--- config.mk ---
export PLATFORM = sky130hd
export DESIGN_NAME = cbf_front
export DESIGN_NICKNAME = d
export VERILOG_FILES = /design/src/rtl/cbf_pkg.sv /design/src/rtl/cbf_front.sv
export SDC_FILE = /design/constraint.sdc
export NUM_CORES = 2
export LEC_CHECK = 0
export ABC_AREA = 0
export BUFFER_PORTS_ARGS = -buffer_cell sky130_fd_sc_hd__buf_4
export CORE_UTILIZATION = 29
export CTS_BUF_LIST = sky130_fd_sc_hd__clkbuf_8 sky130_fd_sc_hd__clkbuf_16
export CTS_CLUSTER_DIAMETER = 200
export DETAILED_ROUTE_END_ITERATION = 10
export SKIP_LAST_GASP = 1
export SLEW_MARGIN = 40
export SYNTH_ARGS = -nofsm -noshare
export SYNTH_HDL_FRONTEND = slang
export SYNTH_SLANG_ARGS = --single-unit
--- constraint.sdc ---
create_clock -name clk -period 10.8 [get_ports clk]
set_clock_uncertainty 0.1 [all_clocks]
set_input_delay 1.08 -clock clk [delete_from_list [all_inputs] [get_ports clk]]
set_output_delay 1.08 -clock clk [all_outputs]
set_load 0.05 [all_outputs]
--- src/rtl/cbf_pkg.sv ---
`timescale 1ns / 1ps
// ----------------------------------------------------------------------------
// cbf_pkg - shared types and constants
// Hash constants, state encodings and the probe word passed front to back.
// ----------------------------------------------------------------------------
package cbf_pkg;

	localparam int MAX_ADDR_BITS = 24;
	localparam int MAX_PROBES    = 16;
	localparam int SEED_W        = 10;
	localparam logic [SEED_W-1:0] SEED_STEP = 10'd47;

	localparam logic [63:0] MUL_C1  = 64'h87c37b91114253d5;
	localparam logic [63:0] MUL_C2  = 64'h4cf5ad432745937f;
	localparam logic [63:0] FMIX_C1 = 64'hff51afd7ed558ccd;
	localparam logic [63:0] FMIX_C2 = 64'hc4ceb9fe1a85ec53;
	localparam logic [63:0] KEY_LEN = 64'd8;

	localparam logic REG_PROBE_COUNT = 1'b0;
	localparam logic REG_TABLE_BITS  = 1'b1;

	localparam logic ACT_ADD   = 1'b0;
	localparam logic ACT_QUERY = 1'b1;

	typedef enum logic [3:0] {
		FS_IDLE, FS_K1A, FS_K1B, FS_PREP, FS_HA1, FS_HA2, FS_HB1, FS_HB2, FS_PUSH
	} front_state_t;

	typedef enum logic [1:0] {
		BS_CLEAR, BS_IDLE, BS_MODIFY
	} back_state_t;

	typedef struct packed {
		logic                     query;
		logic                     last;
		logic [MAX_ADDR_BITS-1:0] idx;
	} probe_t;

endpackage

--- src/rtl/cbf_front.sv ---
`timescale 1ns / 1ps
// ----------------------------------------------------------------------------
// cbf_front - command intake and probe hashing
// Murmur3 x64 low word per probe on a shared 32x32 multiplier, 3 passes a
// 64-bit product. Emits one probe word per probe into the queue.
// ----------------------------------------------------------------------------
module cbf_front
	import cbf_pkg::*;
#(
	parameter int ADDR_BITS = 16
) (
	input  logic        clk,
	input  logic        arst_n,
	input  logic        start,
	input  logic        action,
	input  logic [63:0] key,
	input  logic [4:0]  probe_count,
	input  logic [4:0]  table_addr_bits,
	input  logic        hold,
	output logic        busy,
	output logic        push,
	output probe_t      push_word,
	input  logic        full
);
	front_state_t state_q, state_d;
	logic [1:0]           ph_q;
	logic [63:0]          acc_q, k1_q, ha_q, hb_q;
	logic                 act_q;
	logic [4:0]           n_q;
	logic [3:0]           p_q;
	logic [SEED_W-1:0]    seed_q;
	logic [ADDR_BITS-1:0] mask_q, mask_d;
	logic [4:0]           bits_eff, n_eff;
	logic [63:0]          opa, opb, prod, mres, h1, h2, h1n, h2n, hsum;
	logic [31:0]          mx, my;
	logic                 accept, is_mul, last;

	assign accept = (state_q == FS_IDLE) && start && !hold;
	assign busy   = (state_q != FS_IDLE) || hold;

	// effective settings, clamped
	always_comb begin
		n_eff    = (probe_count == 5'd0) ? 5'd1 :
		           (probe_count > 5'(MAX_PROBES)) ? 5'(MAX_PROBES) : probe_count;
		bits_eff = (table_addr_bits == 5'd0) ? 5'd1 :
		           (table_addr_bits > 5'(ADDR_BITS)) ? 5'(ADDR_BITS) : table_addr_bits;
		for (int j = 0; j < ADDR_BITS; j++) begin
			mask_d[j] = (5'(j) < bits_eff);
		end
	end

	// shared multiplier: lo*lo, lo*hi, hi*lo
	always_comb begin
		case (state_q)
			FS_K1A: begin opa = k1_q; opb = MUL_C1; end
			FS_K1B: begin opa = k1_q; opb = MUL_C2; end
			FS_HA1: begin opa = ha_q; opb = FMIX_C1; end
			FS_HA2: begin opa = ha_q; opb = FMIX_C2; end
			FS_HB1: begin opa = hb_q; opb = FMIX_C1; end
			FS_HB2: begin opa = hb_q; opb = FMIX_C2; end
			default: begin opa = k1_q; opb = MUL_C1; end
		endcase
		mx   = (ph_q == 2'd2) ? opa[63:32] : opa[31:0];
		my   = (ph_q == 2'd1) ? opb[63:32] : opb[31:0];
		prod = mx * my;
		mres = acc_q + {prod[31:0], 32'b0};
	end

	assign is_mul = (state_q == FS_K1A) || (state_q == FS_K1B) || (state_q == FS_HA1) ||
	                (state_q == FS_HA2) || (state_q == FS_HB1) || (state_q == FS_HB2);

	always_comb begin
		h1   = {{(64-SEED_W){1'b0}}, seed_q} ^ k1_q ^ KEY_LEN;
		h2   = {{(64-SEED_W){1'b0}}, seed_q} ^ KEY_LEN;
		h1n  = h1 + h2;
		h2n  = h2 + h1n;
		hsum = ha_q + hb_q;
		last = ({1'b0, p_q} == (n_q - 5'd1));
	end

	assign push            = (state_q == FS_PUSH);
	assign push_word.query = act_q;
	assign push_word.last  = last;
	assign push_word.idx   = MAX_ADDR_BITS'(hsum[ADDR_BITS-1:0] & mask_q);

	always_comb begin
		state_d = state_q;
		case (state_q)
			FS_IDLE: if (accept) state_d = FS_K1A;
			FS_K1A:  if (ph_q == 2'd2) state_d = FS_K1B;
			FS_K1B:  if (ph_q == 2'd2) state_d = FS_PREP;
			FS_PREP: state_d = FS_HA1;
			FS_HA1:  if (ph_q == 2'd2) state_d = FS_HA2;
			FS_HA2:  if (ph_q == 2'd2) state_d = FS_HB1;
			FS_HB1:  if (ph_q == 2'd2) state_d = FS_HB2;
			FS_HB2:  if (ph_q == 2'd2) state_d = FS_PUSH;
			FS_PUSH: if (!full) state_d = last ? FS_IDLE : FS_PREP;
			default: state_d = FS_IDLE;
		endcase
	end

	always_ff @(posedge clk or negedge arst_n) begin
		if (!arst_n) begin
			state_q <= FS_IDLE;
			ph_q    <= '0;
		end else begin
			state_q <= state_d;
			ph_q    <= (is_mul && ph_q != 2'd2) ? ph_q + 2'd1 : 2'd0;
		end
	end

	always_ff @(posedge clk) begin
		if (accept) begin
			k1_q   <= key;
			act_q  <= action;
			n_q    <= n_eff;
			mask_q <= mask_d;
			p_q    <= '0;
			seed_q <= '0;
		end
		if (is_mul) begin
			if (ph_q == 2'd0) acc_q <= prod;
			else if (ph_q == 2'd1) acc_q <= mres;
		end
		if (is_mul && ph_q == 2'd2) begin
			case (state_q)
				FS_K1A:          k1_q <= {mres[32:0], mres[63:33]};
				FS_K1B:          k1_q <= mres;
				FS_HA1, FS_HA2:  ha_q <= mres ^ (mres >> 33);
				default:         hb_q <= mres ^ (mres >> 33);
			endcase
		end
		if (state_q == FS_PREP) begin
			ha_q <= h1n ^ (h1n >> 33);
			hb_q <= h2n ^ (h2n >> 33);
		end
		if (state_q == FS_PUSH && !full) begin
			p_q    <= p_q + 4'd1;
			seed_q <= seed_q + SEED_STEP;
		end
	end
endmodule

==> reports/qor.yml <==
status: "finished, final reports clean"
grt_pass1_wl_um: 296000
cts_tree: "done"
post-synth-top-count-cell: "inv_1"
yosys-top-cells-area: "fa_1, edfxtp_1, ha_1"
grt_overflow: 0
fin_crit_ns: 10.41
tightest_slew_ns: 0.8979
yosys-top-cells-count: "inv_1, fa_1, nand2_1, nor2_1, ha_1"
synth_area_per_cell_um2: 9.015
path_delay_family: "adder cells"
worst_r2r_path_depth: 30
drc: 0
vias: 43990
crit_cells: 30
critPathCaptureType: "register"
start_kind: "register"
syn_inst: 5922
reg2reg_slack_ns: 0.39
io_pins: 108
grt_usage_pct: 21.28
synth_top_area_share_pct: 33.71
initial_utilization_pct: 29.19
async_reset_ff_share_pct: 2.013
grt_pass1_vias: 45390
clkTransAtPathRegs_ns: 0.06
cts_sinks: 298
hpwl_um: 162600
slew_viol_final: 0
synth.distinct_cells: 97
worstReg2RegStart: "state_q[1]$_DFFE_PN0P_"
slowest_stage: "fa_1"
finalCritPeriodShare_pct: 96.39
slew_headroom_pct: 39.94
cts_buffer_depth: 3
postLayoutCoreUtil_pct: 32.73
chipHeight_um: 431.1
critPathKind: "reg -> reg"
ys_warn_count: 0
core-area_mm2: 0.1829
crit_required_ns: 10.96
clk_latency_ns: 0.55
crit_arrival_ns: 10.57
htree_levels: 2
ys_seq_area_share_pct: 15.51
rsz0062_at_grt: "yes"
crit_buf_inv: 6
wire_per_inst_um: 23.34
synth-main-ff-cell: "edfxtp_1"
cts-root-buf: "clkbuf_16"
whs_ns: 0.2682
reg2reg_to: "ha_q[27]$_DFFE_PP_"
timing_hold_violations_final: 0
stdcell_area_mm2: 0.05986
syn-cell-area_mm2: 0.05339
synth-edff-count: 228
num_antenna_cells: 0
crit_path_end: "ha_q[27]$_DFFE_PP_"
cts_made_buffers: 36
die_w_um: 431.1
antenna_found_initial: 6
crit_top_cell: "fa_1"
detail_route.iter0.violations: 4171
ys_seq_elements: 298
rows: 157
wirelength_um: 198600
nets: 7336
drive_gt1_share_pct: 9.907
setup_viol: 0
gp_congestion: 0.9945
n_fill_cell: 19010
fmaxAchievable_ghz: 0.09606
crit_start: "state_q[1]$_DFFE_PN0P_"
slowest_delay_ns: 0.64
seq_area_mm2: 0.008282
max_cap_viol_count: 0
worst_hold_path_type: "in -> async"
area_growth_pct: 12.13
grt_max_degree: 78
viasPerCell: 5.169
tns_ns: 0
crit_fanout: 43
placed_area_mm2: 0.05858
multi_input_area_mm2: 0.04063
first_pass_iters: 6
synth.largest_area_cell: "fa_1"
io_buffer_count: 99
antenna_left: 0
dieArea_mm2: 0.1858
[state kept, by name (all words and copies together) (netlist names)]
register,count
acc_q,64
ha_q,64
hb_q,64
k1_q,64
mask_q,16
seed_q,10
n_q,5
p_q,4
state_q,4
ph_q,2
act_q,1
[worst min path at each step]
stage,from,end,slack [ns]
after detailed placement,ph_q[0]$_DFF_PN0_,ph_q[0]$_DFF_PN0_,0.36
after CTS,arst_n,state_q[0]$_DFFE_PN0P_,0.26
after global routing,arst_n,ph_q[1]$_DFF_PN0_,0.26
final,arst_n,state_q[0]$_DFFE_PN0P_,0.27
after floorplan,ph_q[0]$_DFF_PN0_,ph_q[0]$_DFF_PN0_,0.34
after global placement,ph_q[0]$_DFF_PN0_,ph_q[0]$_DFF_PN0_,0.36
[cell families (layout without fill, tap and decap cells)]
| kind of cell | after synthesis | in the layout | synth area share [%] |
|---|---|---|---|
| and+or+nand+nor | 1810 | 1811 | 15.29 |
| buffers and inverters | 1282 | 1398 | 9.140 |
| adders and majority gates | 1237 | 1237 | 41.63 |
| AOI/OAI and AO/OA | 763 | 763 | 9.154 |
| xor gates and xnor gates | 341 | 341 | 5.648 |
| DFF | 298 | 298 | 15.51 |
| muxes | 189 | 189 | 3.616 |
| other | 2 | 9 | 0.01407 |
[cell type report]
| class | instances | area share, % |
|---|---|---|
| clock buffers | 38 | 1.588 |
| flip-flops and latches | 298 | 13.83 |
| inverters | 928 | 5.821 |
| repair buffers | 405 | 5.432 |
| clock inverters | 27 | 0.3072 |
| multi-input cells | 4350 | 67.87 |
| well taps | 2464 | 5.150 |
[what timing repair did]
item | CTS | global route
gates resized for setup | 1 | 15
buffers inserted | 0 | 3
hold buffers | 0 | 0
endpoints found under the setup margin | 3 | 45
gates cloned | 1 | 0
[layer usage]
metal  vias up  GRT usage, %  part of all wire, %
li1      19090             -                    -
met4         2         11.35                  6.4
met2      2006         34.22                   46
met5         -             0               0.0081
met3       478         3.528                  8.2
met1     22410         27.31                   40
[placed cells by master (no fill, tap or decap), drive strengths merged, types with 13 or more instances in the layout]
| master | Yosys | routed |
|---|---|---|
| nand2 | 874 | 874 |
| fa | 899 | 899 |
| mux2 | 31 | 31 |
| a211oi | 20 | 20 |
| nor4 | 16 | 16 |
| o21ai | 199 | 199 |
| and3 | 47 | 47 |
| a21oi | 187 | 187 |
| o22ai | 57 | 57 |
| o31ai | 16 | 16 |
| ha | 338 | 338 |
| a31oi | 23 | 23 |
| nand4 | 34 | 34 |
| nand3 | 124 | 124 |
| mux2i | 158 | 158 |
| o21a | 15 | 15 |
| nor2b | 29 | 30 |
| dfxtp | 64 | 64 |
| a22oi | 49 | 49 |
| nor2 | 381 | 381 |
| buf | 43 | 405 |
| or2 | 14 | 14 |
| xor2 | 121 | 121 |
| a21o | 75 | 75 |
| o211ai | 29 | 29 |
| o21bai | 20 | 20 |
| clkinv | 0 | 15 |
| edfxtp | 228 | 228 |
| clkbuf | 311 | 38 |
| nor3 | 42 | 42 |
| inv | 928 | 938 |
| xnor2 | 219 | 219 |
| or3 | 13 | 13 |
| and2 | 157 | 157 |
| nand2b | 28 | 28 |
[per-stage QoR]
step / setup WS (ns) / instances
CTS: 0.1198 / 8506
finish: 0.3895 / 8510
detailed placement: -0.04633 / 8440
global placement: -0.2863 / 8436
floorplan: 0.8894 / 5929
global route: -0.01315 / 8510
Power is not shown: default switching activity piles up to over one toggle a cycle in this logic, so the estimate is an artifact.
