### src/rtl/cbf_pkg.sv
`timescale 1ns / 1ps
// ----------------------------------------------------------------------------
// cbf_pkg - shared types and constants
// Hash constants, state encodings and the probe word passed front to back.
// ----------------------------------------------------------------------------
package cbf_pkg;

	localparam int MAX_ADDR_BITS = 24;
	localparam int MAX_PROBES    = 16;
	localparam int SEED_W        = 10;
	localparam logic [SEED_W-1:0] SEED_STEP = 10'd47;

	localparam logic [63:0] MUL_C1  = 64'h87c37b91114253d5;
	localparam logic [63:0] MUL_C2  = 64'h4cf5ad432745937f;
	localparam logic [63:0] FMIX_C1 = 64'hff51afd7ed558ccd;
	localparam logic [63:0] FMIX_C2 = 64'hc4ceb9fe1a85ec53;
	localparam logic [63:0] KEY_LEN = 64'd8;

	localparam logic REG_PROBE_COUNT = 1'b0;
	localparam logic REG_TABLE_BITS  = 1'b1;

	localparam logic ACT_ADD   = 1'b0;
	localparam logic ACT_QUERY = 1'b1;

	typedef enum logic [3:0] {
		FS_IDLE, FS_K1A, FS_K1B, FS_PREP, FS_HA1, FS_HA2, FS_HB1, FS_HB2, FS_PUSH
	} front_state_t;

	typedef enum logic [1:0] {
		BS_CLEAR, BS_IDLE, BS_MODIFY
	} back_state_t;

	typedef struct packed {
		logic                     query;
		logic                     last;
		logic [MAX_ADDR_BITS-1:0] idx;
	} probe_t;

endpackage

### src/rtl/cbf_queue.sv
`timescale 1ns / 1ps
// ----------------------------------------------------------------------------
// cbf_queue - probe queue
// Four-entry FIFO of probe words between the hash front and the counter back.
// ----------------------------------------------------------------------------
module cbf_queue
	import cbf_pkg::*;
(
	input  logic   clk,
	input  logic   arst_n,
	input  logic   push,
	input  probe_t push_word,
	output logic   full,
	input  logic   pop,
	output probe_t pop_word,
	output logic   empty
);
	probe_t     buf_q [4];
	logic [2:0] wp_q, rp_q;

	assign empty    = (wp_q == rp_q);
	assign full     = (wp_q[1:0] == rp_q[1:0]) && (wp_q[2] != rp_q[2]);
	assign pop_word = buf_q[rp_q[1:0]];

	always_ff @(posedge clk) begin
		if (push && !full) begin
			buf_q[wp_q[1:0]] <= push_word;
		end
	end

	always_ff @(posedge clk or negedge arst_n) begin
		if (!arst_n) begin
			wp_q <= '0;
			rp_q <= '0;
		end else begin
			if (push && !full) begin
				wp_q <= wp_q + 3'd1;
			end
			if (pop && !empty) begin
				rp_q <= rp_q + 3'd1;
			end
		end
	end
endmodule

### config.mk
export PLATFORM = sky130hd
export DESIGN_NAME = cbf_queue
export DESIGN_NICKNAME = d
export VERILOG_FILES = /design/src/rtl/cbf_pkg.sv /design/src/rtl/cbf_queue.sv
export SDC_FILE = /design/constraint.sdc
export NUM_CORES = 1
export LEC_CHECK = 0
export BUFFER_PORTS_ARGS = -buffer_cell sky130_fd_sc_hd__buf_2
export CAP_MARGIN = 25
export CORE_AREA = 2 2 73 127
export DETAILED_ROUTE_END_ITERATION = 8
export DIE_AREA = 0 0 75 129
export PLACE_DENSITY = 0.73
export SLEW_MARGIN = 40
export SYNTH_ARGS = -nofsm -noshare
export SYNTH_HDL_FRONTEND = slang
export SYNTH_SLANG_ARGS = --single-unit
export TNS_END_PERCENT = 1
### constraint.sdc
create_clock -name clk -period 2.3 [get_ports clk]
set_input_delay 0.46 -clock clk [delete_from_list [all_inputs] [get_ports clk]]
set_output_delay 0.46 -clock clk [all_outputs]
set_load 0.1 [all_outputs]
==> metrics.txt, run 1 <==
Crit Reg-Reg Endpoint buf_q[2][21]; area delta synth->final 31.5%; vias in the first global route 2215; top cell type's share of synthesized area 0.739; CP max FO 13; total wire length 7430 um; Final TNS setup 0 ns; CP delay by family, top multiplexers; # nets final 295; CP Capture Type output pin; GRT Resource Usage Total 0.172; Initial Util 0.490; layout cell share with drive strength beyond 1 0.449; CP startpoint rp_q[0]; Rows 45; Slowest-stage cell, CP mux4_2; reg2reg start wp_q[0]; crit-path max cell delay 0.57 ns; critical path class flip-flop to output pin; Fin. Hold Viols 0; Data arrival, critical path 1.78 ns; Synth Net Count 219; final worst path period share 0.976; Placed Cells 364; Synth Instances around 180; gr ovfl total 0; largest net degree at the start of global routing 23; Worst Path Buf+Inv 2; min Tclk post-route 2.24 ns; Crit. path cell count 3; detailed-route DRC error count 0; die height 129 um; clk slew on worst S/H paths around 0.07 ns; R2R cell count 4; Num CTS Buffers 9; CTS sink cnt 110; DRT Pass-1 Iters 4; initial antenna violation count 0; CTS tree yes; max_cap viols 0; endpoints failing setup 0; Yosys top cell by area edfxtp_1; sequential share of the synthesized area 0.775; Syn Area/Cell between 20 and 25 sq um; DRC marker count from the first detailed-route iteration 131; cell mode on critical path buf_12; #FFs+latches synth 110; antenna-violating nets left 0; total die area about 9700 sq um; R2R Setup Slk around 0.36 ns; fmax about 450 MHz; Yosys cell types 23; wire per inst ~19 um; clk root buf clkbuf_16; Hold Crit Class input pin to flip-flop; RSZ-0062 raised after global routing no; startpoint types flip-flop; core footprint around 8600 sq um; first-pass GRT wire length ~12000 um; PortBufs 57; crit path to pop_word[2]; critical path cell sequence buf_12, mux4_2, buf_12; worst-skew pair later-pin latency between 0.3 and 0.4 ns; I/O pins between 50 and 60; synth warn 0; Diodes inserted 0; status finished clean; detailed-route via count 2030; CP Data Required Time ~1.8 ns; Final Wtd Congestion between 0.8 and 0.9; DP HPWL 4930 um; clock skew ~0.0060 ns; worst slew pin tran just under 0.4 ns; normalized max-slew margin 0.740; Die X between 70 and 80 um; Vias/cell 5.31; Mapped Area between 4000 and 5000 sq um; Clock Path Buffers 2; largest cells by area after synthesis edfxtp_1, mux4_2, dfrtp_1; Layout Cells excl Fill 382; fin. max-slew vios 0; H-Tree Depth 3
[area by class of cell]
cell class	count	area (sq um)
clock buffer	9	225
clock inverter	7	105
fill	555	3060
inverter	4	15.0
multi-input combinational	64	927
sequential	110	3270
tap	117	146
timing repair buffer	71	863
[routing by layer]
metal  vias to the layer above  part of all wire  global-route usage
li1                        917                 -                   -
met1                      1045              0.37               0.200
met2                        59              0.56               0.288
met3                         9             0.055              0.0564
met4                         0             0.018              0.0693
met5                         -                 0                   0
[synth_stat cells]
master / n
xnor2_2: 1
edfxtp_1: 104
nand2_1: 3
o31ai_1: 5
a21oi_1: 4
nor3_1: 2
nand3_1: 1
xor2_2: 2
buf_1: 1
a211oi_1: 2
buf_2: 3
xor2_1: 2
mux4_2: 26
a31oi_2: 1
ha_1: 5
xnor2_1: 4
inv_1: 4
and3_1: 3
buf_4: 1
nand2b_1: 2
buf_6: 1
a21boi_0: 1
dfrtp_1: 6
[worst min path at each step]
| stage | start | end | cells past startpoint | slack, ns |
|---|---|---|---|---|
| floorplan | arst_n | rp_q[0] | 0 | 0.16 |
| finish | push_word[11] | buf_q[2][11] | 1 | 0.32 |
| CTS | push_word[10] | buf_q[3][10] | 1 | 0.32 |
| global route | push_word[5] | buf_q[2][5] | 1 | 0.32 |
| detailed placement | arst_n | rp_q[2] | 1 | 0.31 |
| global placement | arst_n | wp_q[0] | 1 | 0.31 |
[worst register-to-register path, delay by kind of cell (launching register included)]
kind	cells	cell delay (ns)
buffers and inverters	1	0.29
and+or+nand+nor	2	0.63
xor gates and xnor gates	1	0.24
DFF	1	0.49
[flip-flops by register name (all words and copies together), names as in the netlist]
register	count
buf_q	104
rp_q	3
wp_q	3
[per-stage QoR]
| step | instance area, sq um | setup slack, ns | util | hold slack [ns] |
|---|---|---|---|---|
| after floorplan | 4240 | 0.243 | - | 0.164 |
| after global placement | 5200 | 0.407 | 0.604 | 0.307 |
| after detailed placement | 5200 | 0.364 | 0.604 | 0.309 |
| after CTS | 5540 | 0.0208 | 0.643 | 0.320 |
| after global routing | 5560 | 0.00606 | 0.645 | 0.315 |
| final | 5560 | 0.0558 | 0.645 | 0.322 |
[what timing repair did]
action                                  CTS  global route
setup buffers                             0             1
hold endpoints to repair                  6             0
gates resized for setup                   0             1
endpoints found under the setup margin    0             8
hold buffers                              1             0
[kinds of logic after synthesis]
group                    Yosys count  share of synthesized area
buffers and inverters             10                     0.0124
XOR/XNOR                           9                     0.0240
flip-flops                       110                      0.775
AND/OR/NAND/NOR                   11                     0.0136
AO/OA/AOI/OAI                     13                     0.0219
adder cells (fa/ha/maj)            5                     0.0148
multiplexers                      26                      0.139
[layout by cell type, fill, tap and decap left out, types with 3 or more instances in the layout]
cell type / count
xor2_2: 3
clkbuf_16: 9
inv_1: 4
and3_1: 3
dfrtp_1: 5
ha_1: 5
mux4_2: 26
xnor2_1: 4
nand2_1: 3
buf_2: 29
buf_4: 9
buf_12: 32
o31ai_1: 5
edfxtp_1: 104
a21oi_1: 4
Power of run 1 is not shown: default switching activity piles up to over one toggle a cycle in this logic, so the estimate is an artifact.
==> inputs of run 2 (changes only) <==
--- a/config.mk
+++ b/config.mk
@@ -11,6 +11,8 @@
 export DETAILED_ROUTE_END_ITERATION = 8
 export DIE_AREA = 0 0 75 129
 export PLACE_DENSITY = 0.73
+export RECOVER_POWER = 50
+export REMOVE_ABC_BUFFERS = 1
 export SLEW_MARGIN = 40
 export SYNTH_ARGS = -nofsm -noshare
 export SYNTH_HDL_FRONTEND = slang
==> run 2 against run 1 <==
  * Die area unchanged
  * Non-clock buffer count unchanged
  * Fmax up 0.63%
  * Critical path depth unchanged
  * Critical endpoint is now pop_word[8]
  * Highest routed layer unchanged
  * Worst setup slack better by 0.014 ns
==> metrics.txt, run 2 (synthesis results as in run 1) <==
status finished clean (unchanged); max FFs per register 104 (unchanged); critical path cell sequence buf_4, mux4_2, buf_12 (was buf_12, mux4_2, buf_12); Vias/cell 5.14 (was 5.31); first-pass GRT wire length 11000 um (was 11500 um); DRC marker count from the first detailed-route iteration 103 (was 131); core footprint 8610 sq um (unchanged); Slowest-stage cell, CP mux4_2 (unchanged); fin. max-slew vios 0 (unchanged); Num CTS Buffers 9 (unchanged); global route hottest layer met2 (unchanged); normalized max-slew margin 0.733 (was 0.740); CP Data Required Time 1.84 ns (about the same); Diodes inserted 0 (unchanged); DRT Pass-1 Iters 5 (was 4); Clock Path Buffers 2 (unchanged); Die X 75 um (unchanged); total wire length 6970 um (was 7430 um); CP Capture Type output pin (unchanged); area delta synth->final 28.8% (was 31.5%); Worst Setup Slack, final 0.0699 ns (was 0.0558 ns); Data arrival, critical path 1.77 ns (was 1.78 ns); Fillers 589 (was 555); met2 usage 0.269 (was 0.288); gr ovfl total 0 (unchanged); endpoints failing setup 0 (unchanged); Setup WS pre-CTS 0.328 ns (was 0.364 ns); critical path class flip-flop to output pin (unchanged); worst slew pin tran 0.400 ns (was 0.390 ns); GR Layer Usage met3 0.0407 (was 0.0564); worst-skew pair later-pin latency 0.34 ns (was 0.35 ns); detailed-route via count 1959 (was 2030); Final TNS setup 0 ns (unchanged); die height 129 um (unchanged); Worst Path Buf+Inv 2 (unchanged); # nets final 295 (unchanged); clk slew on worst S/H paths 0.06 ns (was 0.07 ns); most common cell after layout, fill and taps aside edfxtp_1 (unchanged); largest net degree at the start of global routing 27 (was 23); H-Tree Depth 3 (unchanged); CP max FO 7 (was 13); met1 usage 0.199 (was 0.200); I/O pins 58 (unchanged); final instance area 5440 sq um (was 5560 sq um); CTS tree yes (unchanged); Area after DPL 5130 sq um (was 5200 sq um); GRT Resource Usage Total 0.162 (was 0.172); initial antenna violation count 0 (unchanged); fmax 448 MHz (was 446 MHz); Initial Util 0.490 (unchanged); leading cell types in the layout, fill and taps excluded edfxtp_1, clkbuf_1, buf_12 (was edfxtp_1, buf_12, buf_2); antenna-violating nets left 0 (unchanged); clock skew 0.00680 ns (was 0.00602 ns); clk root buf clkbuf_16 (unchanged); Final Wtd Congestion 0.769 (was 0.852); Hold Crit Class input pin to flip-flop (unchanged); CTS sink cnt 110 (unchanged); final worst path period share 0.970 (was 0.976); crit-path max cell delay 0.56 ns (was 0.57 ns); vias in the first global route 2138 (was 2215); total die area 9680 sq um (unchanged); detailed-route DRC error count 0 (unchanged); PortBufs 57 (unchanged); layout cell share with drive strength beyond 1 0.330 (was 0.449); CP delay by family, top multiplexers (unchanged); Rows 45 (unchanged); DP HPWL 4540 um (was 4930 um); startpoint types flip-flop (unchanged); Fin. Hold Viols 0 (unchanged); wire per inst 18.3 um (was 19.4 um); min Tclk post-route 2.23 ns (was 2.24 ns); max_cap viols 0 (unchanged)
[run 2: final cells by class]
class	instances	area [sq um]	area share
Timing Repair Buffer	71	787	0.145
Tap cell	117	146	0.0269
Multi-Input combinational cell	64	913	0.168
Clock inverter	4	72.6	0.0133
Clock buffer	11	233	0.0428
Inverter	4	15.0	0.00276
Sequential cell	110	3270	0.602
[run 2: path summary, 6_finish.rpt]
path,slack (ns),cells past startpoint,start,to
max,0.07,3,rp_q[0],pop_word[8]
min,0.37,1,push_word[12],buf_q[2][12]
max reg2reg,0.44,5,rp_q[0],buf_q[0][20]
min reg2reg,0.58,1,rp_q[0],rp_q[0]
max in group asynchronous,1.51,2,arst_n,rp_q[0]
min in group asynchronous,0.52,2,arst_n,wp_q[1]
[run 2: stage by stage]
step           utilization  std cells  hold slack, ns
2_1_floorplan            -        178           0.164
3_5_place_dp         0.596        363           0.297
6_report             0.632        381           0.372
4_1_cts              0.632        379           0.320
3_3_place_gp         0.596        363           0.296
5_1_grt              0.632        381           0.372
[run 2: worst reg2reg max path: cells and delay by family, from the launching register on]
family        cells  cell delay [ns]
xor+xnor          1             0.29
buf+inv           2             0.42
flops             1             0.46
simple gates      2             0.40
[run 2: routing by layer]
layer	vias up	wire [um]
met5	-	0
met4	0	118
met3	8	218
met2	37	4000
met1	1001	2640
li1	913	-
[run 2: what timing repair did]
| action | 4_1_cts | 5_1_grt |
|---|---|---|
| hold buffers | 1 | 0 |
| setup endpoints to repair | 19 | 26 |
| pin swaps | 0 | 0 |
| endpoints found under the hold margin | 6 | 0 |
| gates resized for setup | 0 | 3 |
| buffers inserted | 0 | 2 |
Power of run 2 is left out for the same reason.
==> inputs of run 3 (changes only) <==
--- a/config.mk
+++ b/config.mk
@@ -5,7 +5,7 @@
 export SDC_FILE = /design/constraint.sdc
 export NUM_CORES = 1
 export LEC_CHECK = 0
-export BUFFER_PORTS_ARGS = -buffer_cell sky130_fd_sc_hd__buf_2
+export BUFFER_PORTS_ARGS = -buffer_cell sky130_fd_sc_hd__buf_4
 export CAP_MARGIN = 25
 export CORE_AREA = 2 2 73 127
 export DETAILED_ROUTE_END_ITERATION = 8
==> run 3 against run 2 <==
  * Hold slack better by 0.0048 ns
  * Register-to-register slack better by 0.04 ns
  * Sequential share of layout area up 4.2 points
  * Cell count down 0.79%
  * Via count up 1.2%
  * Non-clock buffer count down 3
  * Critical path depth unchanged
==> metrics.txt, run 3 (synthesis results as in run 1) <==
status finished clean (unchanged); worst-skew pair later-pin latency 0.34 ns (about the same); detailed-route via count 1982 (was 1959); critical path class flip-flop to output pin (unchanged); wire per inst 18.6 um (was 18.3 um); PortBufs 57 (unchanged); leading cell types in the layout, fill and taps excluded edfxtp_1, clkbuf_1, buf_4 (was edfxtp_1, clkbuf_1, buf_12); Data arrival, critical path 1.80 ns (was 1.77 ns); first-pass GRT wire length 11100 um (was 11000 um); detailed-route DRC error count 0 (unchanged); Clock Path Buffers 2 (unchanged); clock skew 0.00676 ns (was 0.00680 ns); CP Data Required Time 1.84 ns (about the same); antenna-violating nets left 0 (unchanged); largest net degree at the start of global routing 27 (unchanged); min Tclk post-route 2.26 ns (was 2.23 ns); CP Capture Type output pin (unchanged); DRC marker count from the first detailed-route iteration 125 (was 103); CP max FO 13 (was 7); Fillers 647 (was 589); endpoints failing setup 0 (unchanged); Fin. Hold Viols 0 (unchanged); die height 129 um (unchanged); area delta synth->final 20.3% (was 28.8%); Diodes inserted 0 (unchanged); Die X 75 um (unchanged); Slowest-stage cell, CP mux4_2 (unchanged); most common cell after layout, fill and taps aside edfxtp_1 (unchanged); max FFs per register 104 (unchanged); DP HPWL 4620 um (was 4540 um); max_cap viols 0 (unchanged); normalized max-slew margin 0.726 (was 0.733); Rows 45 (unchanged); # nets final 292 (was 295); WHS 0.377 ns (was 0.372 ns); total wire length 7030 um (was 6970 um); CTS sink cnt 110 (unchanged); critical path cell sequence buf_12, mux4_2, buf_4 (was buf_4, mux4_2, buf_12); startpoint types flip-flop (unchanged); total die area 9680 sq um (unchanged); GRT Resource Usage Total 0.163 (was 0.162); Num CTS Buffers 9 (unchanged); CTS tree yes (unchanged); area of the multi-input gates 923 sq um (was 913 sq um); vias in the first global route 2145 (was 2138); Initial Util 0.490 (unchanged); Post-CTS Setup Inserts 0 (unchanged); fin. max-slew vios 0 (unchanged); final worst path period share 0.981 (was 0.970); fmax 443 MHz (was 448 MHz); FF+latch area 3270 sq um (unchanged); gr ovfl total 0 (unchanged); layout cell share with drive strength beyond 1 0.318 (was 0.330); initial antenna violation count 0 (unchanged); DRT Pass-1 Iters 4 (was 5); crit-path max cell delay 0.53 ns (was 0.56 ns); I/O pins 58 (unchanged); Final Wtd Congestion 0.819 (was 0.769); clk slew on worst S/H paths 0.07 ns (was 0.06 ns); Vias/cell 5.24 (was 5.14); worst slew pin tran 0.411 ns (was 0.400 ns); core footprint 8610 sq um (unchanged); Hold Crit Class input pin to flip-flop (unchanged); clk root buf clkbuf_16 (unchanged); RSZ-0062 raised after global routing no; H-Tree Depth 3 (unchanged)
-- run 3: final timing paths --
check	start	to	slack [ns]	cells past startpoint
worst max-delay path	rp_q[0]	pop_word[4]	0.04	3
worst min-delay path	push_word[19]	buf_q[3][19]	0.38	1
worst max register to register	wp_q[0]	buf_q[0][20]	0.48	4
worst min register to register	rp_q[2]	rp_q[2]	0.64	2
max in group asynchronous	arst_n	rp_q[0]	1.45	2
min in group asynchronous	arst_n	wp_q[2]	0.56	2
-- run 3: final cells by class --
cell class	count	area share
Clock buffer	10	0.0450
Clock inverter	5	0.00541
Inverter	4	0.00295
Multi-Input combinational cell	64	0.182
Sequential cell	110	0.644
Tap cell	117	0.0288
Timing Repair Buffer	68	0.0921
-- run 3: critical path, delay by kind of cell, from the launching register on --
kind / cells / cell delay, ns
DFF: 1 / 0.47
buffers and inverters: 2 / 0.45
muxes: 1 / 0.53
-- run 3: per-stage QoR --
step	std cells	setup slack (ns)	TNS (ns)	instance area [sq um]	utilization
CTS	378	0.0335	0	5140	0.597
detailed placement	362	0.411	0	4870	0.566
global placement	362	0.411	0	4870	0.566
floorplan	178	-1.90	-76.66	4190	-
global route	378	0.00117	0	5080	0.590
finish	378	0.0426	0	5080	0.590
-- run 3: per-layer routing --
metal,vias to the layer above,GRT usage,part of all wire
li1,907,-,-
met1,1022,0.196,0.39
met2,39,0.276,0.56
met3,14,0.0446,0.038
met4,0,0.0641,0.019
met5,-,0,0
-- run 3: what timing repair did --
action / 4_1_cts / 5_1_grt
hold buffers: 1 / 0
resized for setup: 0 / 12
endpoints found under the setup margin: 0 / 1
hold endpoints to repair: 6 / 0
Power of run 3 is left out for the same reason.
